File: config.mk
export PLATFORM = sky130hd
export DESIGN_NAME = rewj_ram
export DESIGN_NICKNAME = d
export VERILOG_FILES = /design/src/rewj_ram.sv
export SDC_FILE = /design/constraint.sdc
export NUM_CORES = 1
export LEC_CHECK = 0
export BUFFER_PORTS_ARGS = -buffer_cell sky130_fd_sc_hd__buf_2
export CORE_UTILIZATION = 35
export DETAILED_ROUTE_END_ITERATION = 10
export GPL_TIMING_DRIVEN = 0
export PLACE_DENSITY = 0.51
export REMOVE_ABC_BUFFERS = 1
export SYNTH_ARGS = -nofsm -noshare
export SYNTH_HDL_FRONTEND = slang
export SYNTH_SLANG_ARGS = --single-unit
File: constraint.sdc
create_clock -name clock -period 1.9 [get_ports clock]
set_input_delay 0.38 -clock clock [delete_from_list [all_inputs] [get_ports clock]]
set_output_delay 0.38 -clock clock [all_outputs]
set_load 0.005 [all_outputs]
File: src/rewj_ram.sv
// Generic single-write, single-read synchronous RAM with a registered read.
// Width and depth are parameters; no other file is needed.
module rewj_ram #(
   parameter int WIDTH = 8,
   parameter int DEPTH = 16
) (
   input  logic                     clock,
   input  logic                     wr_en,
   input  logic [$clog2(DEPTH)-1:0] wr_addr,
   input  logic [WIDTH-1:0]         wr_data,
   input  logic                     rd_en,
   input  logic [$clog2(DEPTH)-1:0] rd_addr,
   output logic [WIDTH-1:0]         rd_data
);

   logic [WIDTH-1:0] mem_ff [DEPTH];
   logic [WIDTH-1:0] rd_data_ff;

   always_ff @(posedge clock) begin
      if (wr_en) begin
         mem_ff[wr_addr] <= wr_data;
      end
      if (rd_en) begin
         rd_data_ff <= mem_ff[rd_addr];
      end
   end

   assign rd_data = rd_data_ff;

endmodule

==> results by group <==
Floorplan
  – Die H: 124.2 um
  – Starting Density: 0.3597
  – Die width: 124.2 um
  – CORE AREA: 14530 um2
  – Die footprint: 15430 um2
  – Number of cell rows: 44
  – Ports: 27

Power
  – P_leak: 1.961 nW
  – Max VDD drop: 0.5732 mV
  – P per Cell Area: 1083 nW/um2

Critical path
  – CP max FO: 32
  – Reg2Reg Setup Slack: 0.31 ns
  – Worst r2r src: mem_ff[1][3]
  – Worst Path Required: 2.03 ns
  – Setup CP Type: in2reg
  – Crit. Startpoint: rd_addr[1]
  – Critical Path AT: 1.89 ns
  – Critical Path Start Type: primary input
  – Crit end category: flop

Synth
  – Post-synth top area share: 0.7812
  – Synthesized instance count: 229
  – Top cells by area, synth: edfxtp_1 (78%), mux4_2 (7.8%), mux4_1 (7.0%)
  – Yosys top cell by area: edfxtp_1
  – Synth Warn #: 0
  – Sequential element share of the synthesized area: 0.7812
  – Mean Syn Cell Area: 22.83 um2
  – Distinct cells, synth: 18
  – Post-synthesis register bit count: 136
  – Synthesized area: 5228 um2

Timing
  – Final Hold Fails: 0
  – Unrepaired setup endpoints after global routing: no
  – Fmax: 568.2 MHz
  – Min cycle time layout: 1.760 ns
  – Worst slew pin tran: 0.9478 ns
  – Clk_skew: 0.008094 ns
  – Slew Limit Fails: 0
  – Setup violators final: 0
  – Sum Neg Setup Slack: 0 ns
  – Final period util: 0.9262
  – Final setup margin: 0.1402 ns
  – Max-slew headroom: 0.3658
  – Fin Hold WS: 0.3133 ns

Routing
  – Number of remaining DRC errors: 0
  – Via count: 2365
  – Routed Antenna Nets: 0
  – Vias per Instance: 5.153
  – Routed length per placed instance: 22.11 um
  – WL final: 10150 um
  – DRT iter0 DRCs: 180
  – Drt first pass iters: 4

Layout
  – Layout overhead on the synthesized area: 15.37%
  – Area of the multi-input gates: 1077 um2
  – Most common cell after layout, fill and taps aside: edfxtp_1
  – Share of cells above drive strength 1: 0.2509
  – Fill cell count: 1311
  – Nets: 283
  – Most frequent cells in the layout: edfxtp_1 (136), buf_2 (25), mux4_2 (18)
  – Register area: 4084 um2
  – N_diodes: 0

Global routing
  – Antenna violations before repair: 0
  – Vias in the first global route: 2428
  – First-pass GRT wire length: 15370 um
  – Pin count of the biggest net entering global routing: 33
  – GRT Total Usage: 0.1426
  – Aggregate global routing overflow: 0

Worst hold path
  – Hold Crit Class: in2reg
  – Worst Min Path Start: rd_en

Clocking
  – Depth of the CTS H-tree: 4
  – Root buf cell: clkbuf_16
  – CTS tree: done
  – Worst skew pair latency: 0.41 ns
  – Post-CTS setup buffer count: 0
  – Clock Pin Slew Worst Setup and Hold Paths: 0.05 ns
  – Total CTS buffers: 17
  – Max clock buf depth: 2
  – TritonCTS Sinks: 136

Placed design
  – Worst slack, placed: -0.8389 ns
  – Dpl hpwl: 6077 um
  – Placer Congestion: 0.6592
  – Port bufs: 26

Run status
  – Outcome: completed

Run
  – Maxcap violations: 0
per-stage QoR:
step / util / std cells / area [um2] / power (mW)
after floorplan: - / 219 / 5141 / 3.591
after global placement: 0.3785 / 429 / 5502 / 3.749
after detailed placement: 0.3799 / 429 / 5522 / 3.762
after CTS: 0.4149 / 459 / 6031 / 6.597
after global routing: 0.4149 / 459 / 6031 / 6.738
final: 0.4149 / 459 / 6031 / 6.533
per-layer routing:
layer | up-vias | share of wire | GRT usage
met2 | 68 | 0.47 | 0.2028
met1 | 1238 | 0.47 | 0.2039
met3 | 9 | 0.052 | 0.05129
li1 | 1050 | - | -
met5 | - | 0 | 0
met4 | 0 | 0.0070 | 0.04394
path summary, 6_finish.rpt:
path,end,cells past startpoint
setup / recovery,rd_data[3],4
hold / removal,rd_data[1],1
setup reg to reg,rd_data[3],3
hold reg to reg,rd_data[1],3
cells in the mapped netlist:
cell             count
nor2b_1              1
nand2b_1             2
a22oi_1             16
edfxtp_1           136
nor3_1               4
mux4_2              18
nand2_1              9
nand3b_1             2
mux4_1              14
buf_4                1
or3b_2               1
buf_6                3
and2b_1              1
nand3_1              1
and2_1               1
nor2_1              13
buf_2                3
clkdlybuf4s25_2      3
state kept, by name (all words and copies together), names as in the netlist:
register  count
mem_ff      128
rd_data       8
repair_timing:
action	4_1_cts	5_1_grt
endpoints found under the setup margin	8	0
resized for setup	2	0
hold buffers	0	0
logic make-up (layout without fill, tap and decap cells):
kind of cell	Yosys count	after routing	share of synthesized area
AO/OA/AOI/OAI	16	16	0.02298
AND/OR/NAND/NOR	35	35	0.03136
multiplexers	32	32	0.1479
buffers and inverters	10	56	0.01651
flip-flops	136	136	0.7812
area by class of cell:
class / count / area share
sequential: 136 / 0.6772
multi-input combinational: 83 / 0.1786
tap: 184 / 0.03817
clock inverter: 7 / 0.009129
clock buffer: 23 / 0.07427
timing repair buffer: 26 / 0.02261
critical path, cell delays in order:
cell	delay [ns]
buf_2	0.63
mux4_1	0.40
a22oi_1	0.28
nand2_1	0.17
power breakdown:
part	total, mW	switching (mW)	internal [mW]
sequential	3.40	0.0137	3.38
combinational	0.298	0.180	0.118
clock	2.84	1.08	1.76
No activity file was read; power rests on OpenSTA's default activity.
