`src/rewj_pkg.sv`:
```
// Package for the region extension block: payload words, configuration,
// the window memory entry, register indexes and the sequencer states.
// It depends on nothing else.
package rewj_pkg;

   localparam int IDX_W      = 16;
   localparam int LOADED_W   = 17;
   localparam int CUR_W      = 17;
   localparam int COUNT_W    = 10;
   localparam int JUMP_W     = 7;
   localparam int POS_W      = 32;
   localparam int TOTAL_W    = 26;
   localparam int CSR_INDEX_W = 2;
   localparam int CSR_DATA_W  = 32;

   localparam logic [TOTAL_W-1:0] TOTAL_MAX = {TOTAL_W{1'b1}};

   localparam logic [CSR_INDEX_W-1:0] CSR_MIN_COUNT      = 2'd0;
   localparam logic [CSR_INDEX_W-1:0] CSR_JUMP_DISTANCE  = 2'd1;
   localparam logic [CSR_INDEX_W-1:0] CSR_FIRST_POSITION = 2'd2;

   localparam logic [COUNT_W-1:0] MIN_COUNT_RESET = 10'd4;
   localparam logic [JUMP_W-1:0]  JUMP_RESET      = 7'd10;

   localparam logic MODE_LOAD  = 1'b0;
   localparam logic MODE_QUERY = 1'b1;

   typedef struct packed {
      logic               mode;
      logic [IDX_W-1:0]   window_index;
      logic [POS_W-1:0]   window_start;
      logic [POS_W-1:0]   window_end;
      logic [COUNT_W-1:0] site_count;
   } req_type;

   typedef struct packed {
      logic               found;
      logic [POS_W-1:0]   region_start;
      logic [POS_W-1:0]   region_end;
      logic [TOTAL_W-1:0] region_total;
      logic [POS_W-1:0]   seed_start;
      logic [POS_W-1:0]   seed_end;
   } rsp_type;

   // Configuration as the sequencer sees it; jump is never zero here.
   typedef struct packed {
      logic [COUNT_W-1:0] min_count;
      logic [JUMP_W-1:0]  jump;
      logic [POS_W-1:0]   first_position;
   } cfg_type;

   typedef struct packed {
      logic [POS_W-1:0]   start;
      logic [POS_W-1:0]   stop;
      logic [COUNT_W-1:0] count;
   } entry_type;

   typedef enum logic [2:0] {
      S_IDLE,
      S_SEED,
      S_LEFT,
      S_RIGHT,
      S_FINISH
   } state_type;

endpackage

```
`src/rewj_ctrl.sv`:
```
// Sequencer of the region extension block: loads windows into the window
// memory, walks it for queries and holds the result word.
// Uses rewj_pkg; drives the ports of one rewj_ram.
module rewj_ctrl #(
   parameter int WINDOW_DEPTH = 65536
) (
   input  logic                      clock,
   input  logic                      reset,
   input  rewj_pkg::cfg_type         cfg,
   input  logic                      req_valid,
   output logic                      req_ready,
   input  rewj_pkg::req_type         req_data,
   output logic                      rsp_valid,
   input  logic                      rsp_ready,
   output rewj_pkg::rsp_type         rsp_data,
   output logic                      ram_wr_en,
   output logic [$clog2(WINDOW_DEPTH)-1:0] ram_wr_addr,
   output logic [$bits(rewj_pkg::entry_type)-1:0] ram_wr_data,
   output logic                      ram_rd_en,
   output logic [$clog2(WINDOW_DEPTH)-1:0] ram_rd_addr,
   input  logic [$bits(rewj_pkg::entry_type)-1:0] ram_rd_data
);

   localparam int ADDR_W = $clog2(WINDOW_DEPTH);
   localparam logic [31:0] DEPTH_U = 32'(WINDOW_DEPTH);

   rewj_pkg::state_type state_ff, state_in;

   logic [rewj_pkg::IDX_W-1:0]    idx_ff, idx_in;
   logic [rewj_pkg::CUR_W-1:0]    cur_ff, cur_in;
   logic [rewj_pkg::LOADED_W-1:0] loaded_ff, loaded_in;
   logic                          found_ff, found_in;
   logic [rewj_pkg::POS_W-1:0]    rstart_ff, rstart_in;
   logic [rewj_pkg::POS_W-1:0]    rend_ff, rend_in;
   logic [rewj_pkg::TOTAL_W-1:0]  total_ff, total_in;
   logic [rewj_pkg::POS_W-1:0]    sstart_ff, sstart_in;
   logic [rewj_pkg::POS_W-1:0]    send_ff, send_in;
   logic                          rsp_valid_ff, rsp_valid_in;
   rewj_pkg::rsp_type             rsp_data_ff, rsp_data_in;

   rewj_pkg::entry_type           rd_entry;
   rewj_pkg::entry_type           wr_entry;
   logic                          req_fire;
   logic                          is_query;
   logic                          seed_in_set;
   logic                          load_in_range;
   logic                          pass_left;
   logic                          pass_right;
   logic                          left_more;
   logic [rewj_pkg::CUR_W-1:0]    jump_ext;
   logic [rewj_pkg::CUR_W-1:0]    left_next;
   logic [rewj_pkg::CUR_W-1:0]    right_first;
   logic [rewj_pkg::CUR_W-1:0]    right_next;
   logic                          right_first_ok;
   logic                          right_next_ok;
   logic [rewj_pkg::TOTAL_W:0]    sum_wide;
   logic [rewj_pkg::TOTAL_W-1:0]  sum_sat;
   logic                          out_free;

   assign req_ready = (state_ff == rewj_pkg::S_IDLE);
   assign req_fire  = req_valid && req_ready;
   assign is_query  = (req_data.mode == rewj_pkg::MODE_QUERY);

   assign load_in_range = (32'(req_data.window_index) < DEPTH_U);
   assign seed_in_set   = ({1'b0, req_data.window_index} < loaded_ff) && load_in_range;

   assign rd_entry = rewj_pkg::entry_type'(ram_rd_data);

   assign pass_right = (rd_entry.count >= cfg.min_count);
   assign pass_left  = pass_right && (rd_entry.start >= cfg.first_position);

   assign jump_ext    = rewj_pkg::CUR_W'(cfg.jump);
   assign left_more   = (cur_ff >= jump_ext);
   assign left_next   = cur_ff - jump_ext;
   assign right_first = {1'b0, idx_ff} + jump_ext;
   assign right_next  = cur_ff + jump_ext;
   assign right_first_ok = (right_first < loaded_ff) && (32'(right_first) < DEPTH_U);
   assign right_next_ok  = (right_next < loaded_ff) && (32'(right_next) < DEPTH_U);

   // Running total saturates at the top of its field.
   assign sum_wide = {1'b0, total_ff} + (rewj_pkg::TOTAL_W + 1)'(rd_entry.count);
   assign sum_sat  = sum_wide[rewj_pkg::TOTAL_W] ? rewj_pkg::TOTAL_MAX
                                                 : sum_wide[rewj_pkg::TOTAL_W-1:0];

   assign out_free = !rsp_valid_ff || rsp_ready;

   // Next state.
   always_comb begin
      state_in = state_ff;
      case (state_ff)
         rewj_pkg::S_IDLE: begin
            if (req_fire && is_query) begin
               state_in = seed_in_set ? rewj_pkg::S_SEED : rewj_pkg::S_FINISH;
            end
         end
         rewj_pkg::S_SEED: begin
            if (!pass_left) begin
               state_in = rewj_pkg::S_FINISH;
            end else if (left_more) begin
               state_in = rewj_pkg::S_LEFT;
            end else if (right_first_ok) begin
               state_in = rewj_pkg::S_RIGHT;
            end else begin
               state_in = rewj_pkg::S_FINISH;
            end
         end
         rewj_pkg::S_LEFT: begin
            if (pass_left && left_more) begin
               state_in = rewj_pkg::S_LEFT;
            end else if (right_first_ok) begin
               state_in = rewj_pkg::S_RIGHT;
            end else begin
               state_in = rewj_pkg::S_FINISH;
            end
         end
         rewj_pkg::S_RIGHT: begin
            if (!(pass_right && right_next_ok)) begin
               state_in = rewj_pkg::S_FINISH;
            end
         end
         rewj_pkg::S_FINISH: begin
            if (out_free) begin
               state_in = rewj_pkg::S_IDLE;
            end
         end
         default: state_in = rewj_pkg::S_IDLE;
      endcase
   end

   // Datapath, memory ports and result word.
   always_comb begin
      idx_in       = idx_ff;
      cur_in       = cur_ff;
      loaded_in    = loaded_ff;
      found_in     = found_ff;
      rstart_in    = rstart_ff;
      rend_in      = rend_ff;
      total_in     = total_ff;
      sstart_in    = sstart_ff;
      send_in      = send_ff;
      rsp_valid_in = rsp_valid_ff && !rsp_ready;
      rsp_data_in  = rsp_data_ff;

      wr_entry.start = req_data.window_start;
      wr_entry.stop  = req_data.window_end;
      wr_entry.count = req_data.site_count;
      ram_wr_en   = 1'b0;
      ram_wr_addr = ADDR_W'(req_data.window_index);
      ram_wr_data = wr_entry;
      ram_rd_en   = 1'b0;
      ram_rd_addr = ADDR_W'(cur_ff);

      case (state_ff)
         rewj_pkg::S_IDLE: begin
            if (req_fire && !is_query && load_in_range) begin
               ram_wr_en = 1'b1;
               loaded_in = rewj_pkg::LOADED_W'({1'b0, req_data.window_index}) +
                           rewj_pkg::LOADED_W'(1);
            end
            if (req_fire && is_query) begin
               idx_in    = req_data.window_index;
               cur_in    = rewj_pkg::CUR_W'(req_data.window_index);
               found_in  = 1'b0;
               rstart_in = '0;
               rend_in   = '0;
               total_in  = '0;
               sstart_in = '0;
               send_in   = '0;
               ram_rd_en   = seed_in_set;
               ram_rd_addr = ADDR_W'(req_data.window_index);
            end
         end
         rewj_pkg::S_SEED: begin
            if (pass_left) begin
               found_in  = 1'b1;
               sstart_in = rd_entry.start;
               send_in   = rd_entry.stop;
               rstart_in = rd_entry.start;
               rend_in   = rd_entry.stop;
               total_in  = sum_sat;
               cur_in    = left_more ? left_next : right_first;
               ram_rd_en   = 1'b1;
               ram_rd_addr = ADDR_W'(cur_in);
            end
         end
         rewj_pkg::S_LEFT: begin
            if (pass_left) begin
               rstart_in = rd_entry.start;
               total_in  = sum_sat;
               cur_in    = left_more ? left_next : right_first;
            end else begin
               cur_in = right_first;
            end
            ram_rd_en   = 1'b1;
            ram_rd_addr = ADDR_W'(cur_in);
         end
         rewj_pkg::S_RIGHT: begin
            if (pass_right) begin
               rend_in  = rd_entry.stop;
               total_in = sum_sat;
               cur_in   = right_next;
            end
            ram_rd_en   = 1'b1;
            ram_rd_addr = ADDR_W'(cur_in);
         end
         rewj_pkg::S_FINISH: begin
            if (out_free) begin
               rsp_valid_in             = 1'b1;
               rsp_data_in.found        = found_ff;
               rsp_data_in.region_start = rstart_ff;
               rsp_data_in.region_end   = rend_ff;
               rsp_data_in.region_total = total_ff;
               rsp_data_in.seed_start   = sstart_ff;
               rsp_data_in.seed_end     = send_ff;
            end
         end
         default: begin
         end
      endcase
   end

   always_ff @(posedge clock) begin
      if (reset) begin
         state_ff     <= rewj_pkg::S_IDLE;
         loaded_ff    <= '0;
         rsp_valid_ff <= 1'b0;
      end else begin
         state_ff     <= state_in;
         loaded_ff    <= loaded_in;
         rsp_valid_ff <= rsp_valid_in;
      end
   end

   always_ff @(posedge clock) begin
      idx_ff      <= idx_in;
      cur_ff      <= cur_in;
      found_ff    <= found_in;
      rstart_ff   <= rstart_in;
      rend_ff     <= rend_in;
      total_ff    <= total_in;
      sstart_ff   <= sstart_in;
      send_ff     <= send_in;
      rsp_data_ff <= rsp_data_in;
   end

   assign rsp_valid = rsp_valid_ff;
   assign rsp_data  = rsp_data_ff;

`ifndef SYNTH
   a_left_below_seed: assert property (@(posedge clock) disable iff (reset)
      (state_ff == rewj_pkg::S_LEFT) |-> (cur_ff < {1'b0, idx_ff}))
      else $error("left walk is not below the seed window");

   a_right_inside_set: assert property (@(posedge clock) disable iff (reset)
      (state_ff == rewj_pkg::S_RIGHT) |-> (cur_ff < loaded_ff))
      else $error("right walk reads beyond the loaded windows");

   a_write_when_idle: assert property (@(posedge clock) disable iff (reset)
      ram_wr_en |-> (state_ff == rewj_pkg::S_IDLE))
      else $error("window memory written during a walk");

   a_miss_is_zero: assert property (@(posedge clock) disable iff (reset)
      (rsp_valid_ff && !rsp_data_ff.found) |->
         (rsp_data_ff.region_start == '0 && rsp_data_ff.region_end == '0 &&
          rsp_data_ff.region_total == '0 && rsp_data_ff.seed_start == '0 &&
          rsp_data_ff.seed_end == '0))
      else $error("result word without a region carries nonzero fields");

   a_result_from_finish: assert property (@(posedge clock) disable iff (reset)
      $rose(rsp_valid_ff) |-> ($past(state_ff) == rewj_pkg::S_FINISH))
      else $error("result word raised outside the finish step");
`endif

endmodule

```
`config.mk`:
```
export PLATFORM = sky130hd
export DESIGN_NAME = rewj_ctrl
export DESIGN_NICKNAME = d
export VERILOG_FILES = /design/src/rewj_pkg.sv /design/src/rewj_ctrl.sv
export SDC_FILE = /design/constraint.sdc
export NUM_CORES = 1
export LEC_CHECK = 0
export ABC_AREA = 1
export BUFFER_PORTS_ARGS = -buffer_cell sky130_fd_sc_hd__buf_2
export CAP_MARGIN = 25
export CORE_AREA = 2 2 212 214
export CTS_BUF_LIST = sky130_fd_sc_hd__clkbuf_4
export DETAILED_ROUTE_END_ITERATION = 8
export DIE_AREA = 0 0 214 216
export PLACE_DENSITY_LB_ADDON = 0.2
export SETUP_SLACK_MARGIN = 0.2
export SLEW_MARGIN = 40
export SYNTH_ARGS = -nofsm -noshare
export SYNTH_HDL_FRONTEND = slang
export SYNTH_SLANG_ARGS = --single-unit
```
`constraint.sdc`:
```
create_clock -name clock -period 19.8 [get_ports clock]
set_input_delay 0.99 -clock clock [delete_from_list [all_inputs] [get_ports clock]]
set_output_delay 0.99 -clock clock [all_outputs]
set_load 0.02 [all_outputs]
```
==> qor.txt <==
gr usage total -> 0.232
Final min period -> 5.12 ns
critical path type -> flop to output pin
CTS root buf -> clkbuf_4
Post-synth top cells -> nand2_1, edfxtp_1, inv_1
Synth async-reset ratio -> 0
Synth area leader -> edfxtp_1
PortBufs -> 334
core area -> 43800 um2
vias in the first global route -> 15000
Post-Place Cells -> 2839
Critical Path Sink Type -> output pin
met2 GRT Util -> 0.381
post-cts sizing count -> 0
clock-pin slew on the worst setup and hold paths -> 0.08 ns
arrival time at the worst endpoint -> 4.13 ns
pre-CTS WS -> 14.88 ns
WL final -> 53.9 mm
Clock H-tree levels -> 3
met3 Use GR -> 0.0475
most used routing layer -> met2
Sink Count -> 364
Iter 0 DRT Violations -> 1104
Mapped Nets -> 2379
Tcrit/Tclk final -> 0.258
Primary FF master, synth -> edfxtp_1
crit path launch -> state_ff[2]
skew final -> 0.0658 ns
post-layout net count -> 2688
ratio of cells with drive above 1 in the final layout -> 0.223
cell with the most instances after synthesis -> nand2_1
Worst Path Required -> 18.81 ns
Post-Syn Area -> 19600 um2
EDFF count, synth -> 343
Yosys top cell area share -> 0.525
normalized max-slew margin -> 0.403
Die Wd -> 214 um
Post-CTS Setup Bufs -> 0
dpl hpwl -> 39.3 mm
Max Fclk -> 0.195 GHz
final instance area -> 22500 um2
fin. max-slew vios -> 0
die area -> 46200 um2
antenna violations before repair -> 2
Synth Register Bits -> 364
Reg area -> 10700 um2
Crit Path Max Fanout -> 30
Antenna Violating Nets Remaining -> 0
Multi-input gate area -> 6910 um2
largest cells by area after synthesis -> edfxtp_1, nand2_1, ha_1
min-delay src -> send_ff[10]
# rows -> 77
Synth-to-Final Area Change -> 14.9%
Hold Vio Cnt, Final -> 0
non-filler instance count after layout -> 3010
largest net degree at the start of global routing -> 83
Hold WC Path Type -> flop to flop
outcome -> complete, no violations
startpoint type of the worst setup path -> flop
starting density of the core -> 0.448
final setup violation count -> 0
Inserted Clock Buffers -> 95
Initial DRT Pass Iterations -> 5
vias per cell -> 5.03
Final WS setup -> 14.68 ns
Syn Inst Count -> 2036
RePlAce Congestion -> 0.922
sequential share of the synthesized area -> 0.546
total negative slack -> 0 ns
total gr overflow -> 0
DIE HEIGHT -> 216 um
Avg WL per Cell -> 17.9 um
Lkg Pwr -> 10.4 nW
CTS max path bufs -> 3
global-route wire length before repair -> 82.9 mm
Top Ports -> 483
max-cap viol count -> 0
setup repair after global routing missed its margin -> no
Cell variety after synth -> 52
Pwr Density -> 97.5 nW/um2
DRC violations left -> 0
Area after DPL -> 21300 um2
Hold Buf Count CTS -> 0
Syn Area/Cell -> 9.64 um2
Synthesis Warnings -> 0
Peak VDD IR -> 42.6 uV
# fillers -> 4081
final core utilization -> 0.514
CTS tree -> done
GR Util met1 -> 0.302
Slew @ Worst Pin -> 0.894 ns
via count -> 15100
RR Startpoint -> state_ff[1]
Worst-Skew Late Latency -> 0.86 ns
[area by class of cell]
type / count / share of cell area
diodes: 2 / 0.000222
clock buffers: 134 / 0.0446
clock inverters: 34 / 0.00783
inverters: 299 / 0.0498
multi-input cells: 1235 / 0.307
flip-flops and latches: 364 / 0.476
well taps: 592 / 0.0329
repair buffers: 350 / 0.0821
[metrics by stage]
stage               power, mW  hold WS, ns
floorplan                1.42        0.400
global placement         1.56        0.400
detailed placement       1.58        0.405
CTS                      2.23        0.317
global route             2.33        0.365
finish                   2.20        0.380
[metal layers]
| metal | share of wire | vias to the layer above |
|---|---|---|
| met1 | 0.43 | 7064 |
| met2 | 0.47 | 607 |
| met3 | 0.071 | 109 |
| met4 | 0.024 | 0 |
| li1 | - | 7367 |
| met5 | 0 | - |
[cell families (layout without fill, tap and decap cells)]
| logic type | Yosys count | after routing | share of synthesized area |
|---|---|---|---|
| adder cells (fa/ha/maj) | 125 | 125 | 0.0813 |
| flip-flops | 364 | 364 | 0.546 |
| buffers and inverters | 437 | 817 | 0.104 |
| AO/OA/AOI/OAI | 219 | 219 | 0.0642 |
| other | 0 | 2 | 0 |
| XOR/XNOR | 56 | 56 | 0.0250 |
| AND/OR/NAND/NOR | 835 | 835 | 0.179 |
[cells in the final DEF, fill, tap and decap left out, types with 5 or more instances in the layout]
cell type	instances
a21oi_1	102
a22oi_1	10
buf_2	334
buf_4	10
clkbuf_4	134
clkinv_1	25
dfxtp_1	21
edfxtp_1	343
ha_1	121
inv_1	289
inv_2	8
nand2_1	408
nand3_1	99
nand3_2	6
nand3b_1	6
nand4_1	20
nor2_1	240
nor2_4	8
nor3_1	20
nor4_1	6
o2111ai_1	13
o211ai_1	12
o21a_1	5
o21ai_0	52
o21ai_1	7
xnor2_1	12
xor2_1	44
[state kept, by name, summed over array words and instances, names as in the netlist]
register	count
rsp_valid	1
idx_ff	16
loaded_ff	17
rstart_ff	32
state_ff	3
sstart_ff	32
rend_ff	32
send_ff	32
rsp_data	155
total_ff	26
cur_ff	17
found_ff	1
[critical path: stages, from the launching register on]
cell     delay, ns
dfxtp_1       0.32
buf_4         0.32
inv_1         0.20
nand2_1       0.27
inv_1         0.20
nand3_2       0.22
inv_1         0.06
buf_4         0.29
nor2_4        0.51
inv_1         0.23
o22ai_1       0.17
inv_1         0.05
nand2_1       0.07
nor2_1        0.05
nand2_1       0.07
buf_2         0.20
[where the power goes]
part | internal, mW | leakage, nW | total (mW) | switching, mW
Sequential | 0.987 | 3.42 | 1.03 | 0.0471
Combinational | 0.160 | 6.27 | 0.531 | 0.371
Clock | 0.316 | 0.698 | 0.631 | 0.316
[path summary, 6_finish.rpt]
check | endpoint | slack (ns) | cells after the start
setup reg to reg | sstart_ff[18] | 15.43 | 11
setup / recovery | ram_rd_addr[10] | 14.68 | 15
hold reg to reg | rsp_data[10] | 0.38 | 0
hold / removal | rsp_data[10] | 0.38 | 0
(Power assumes the default switching activity.)
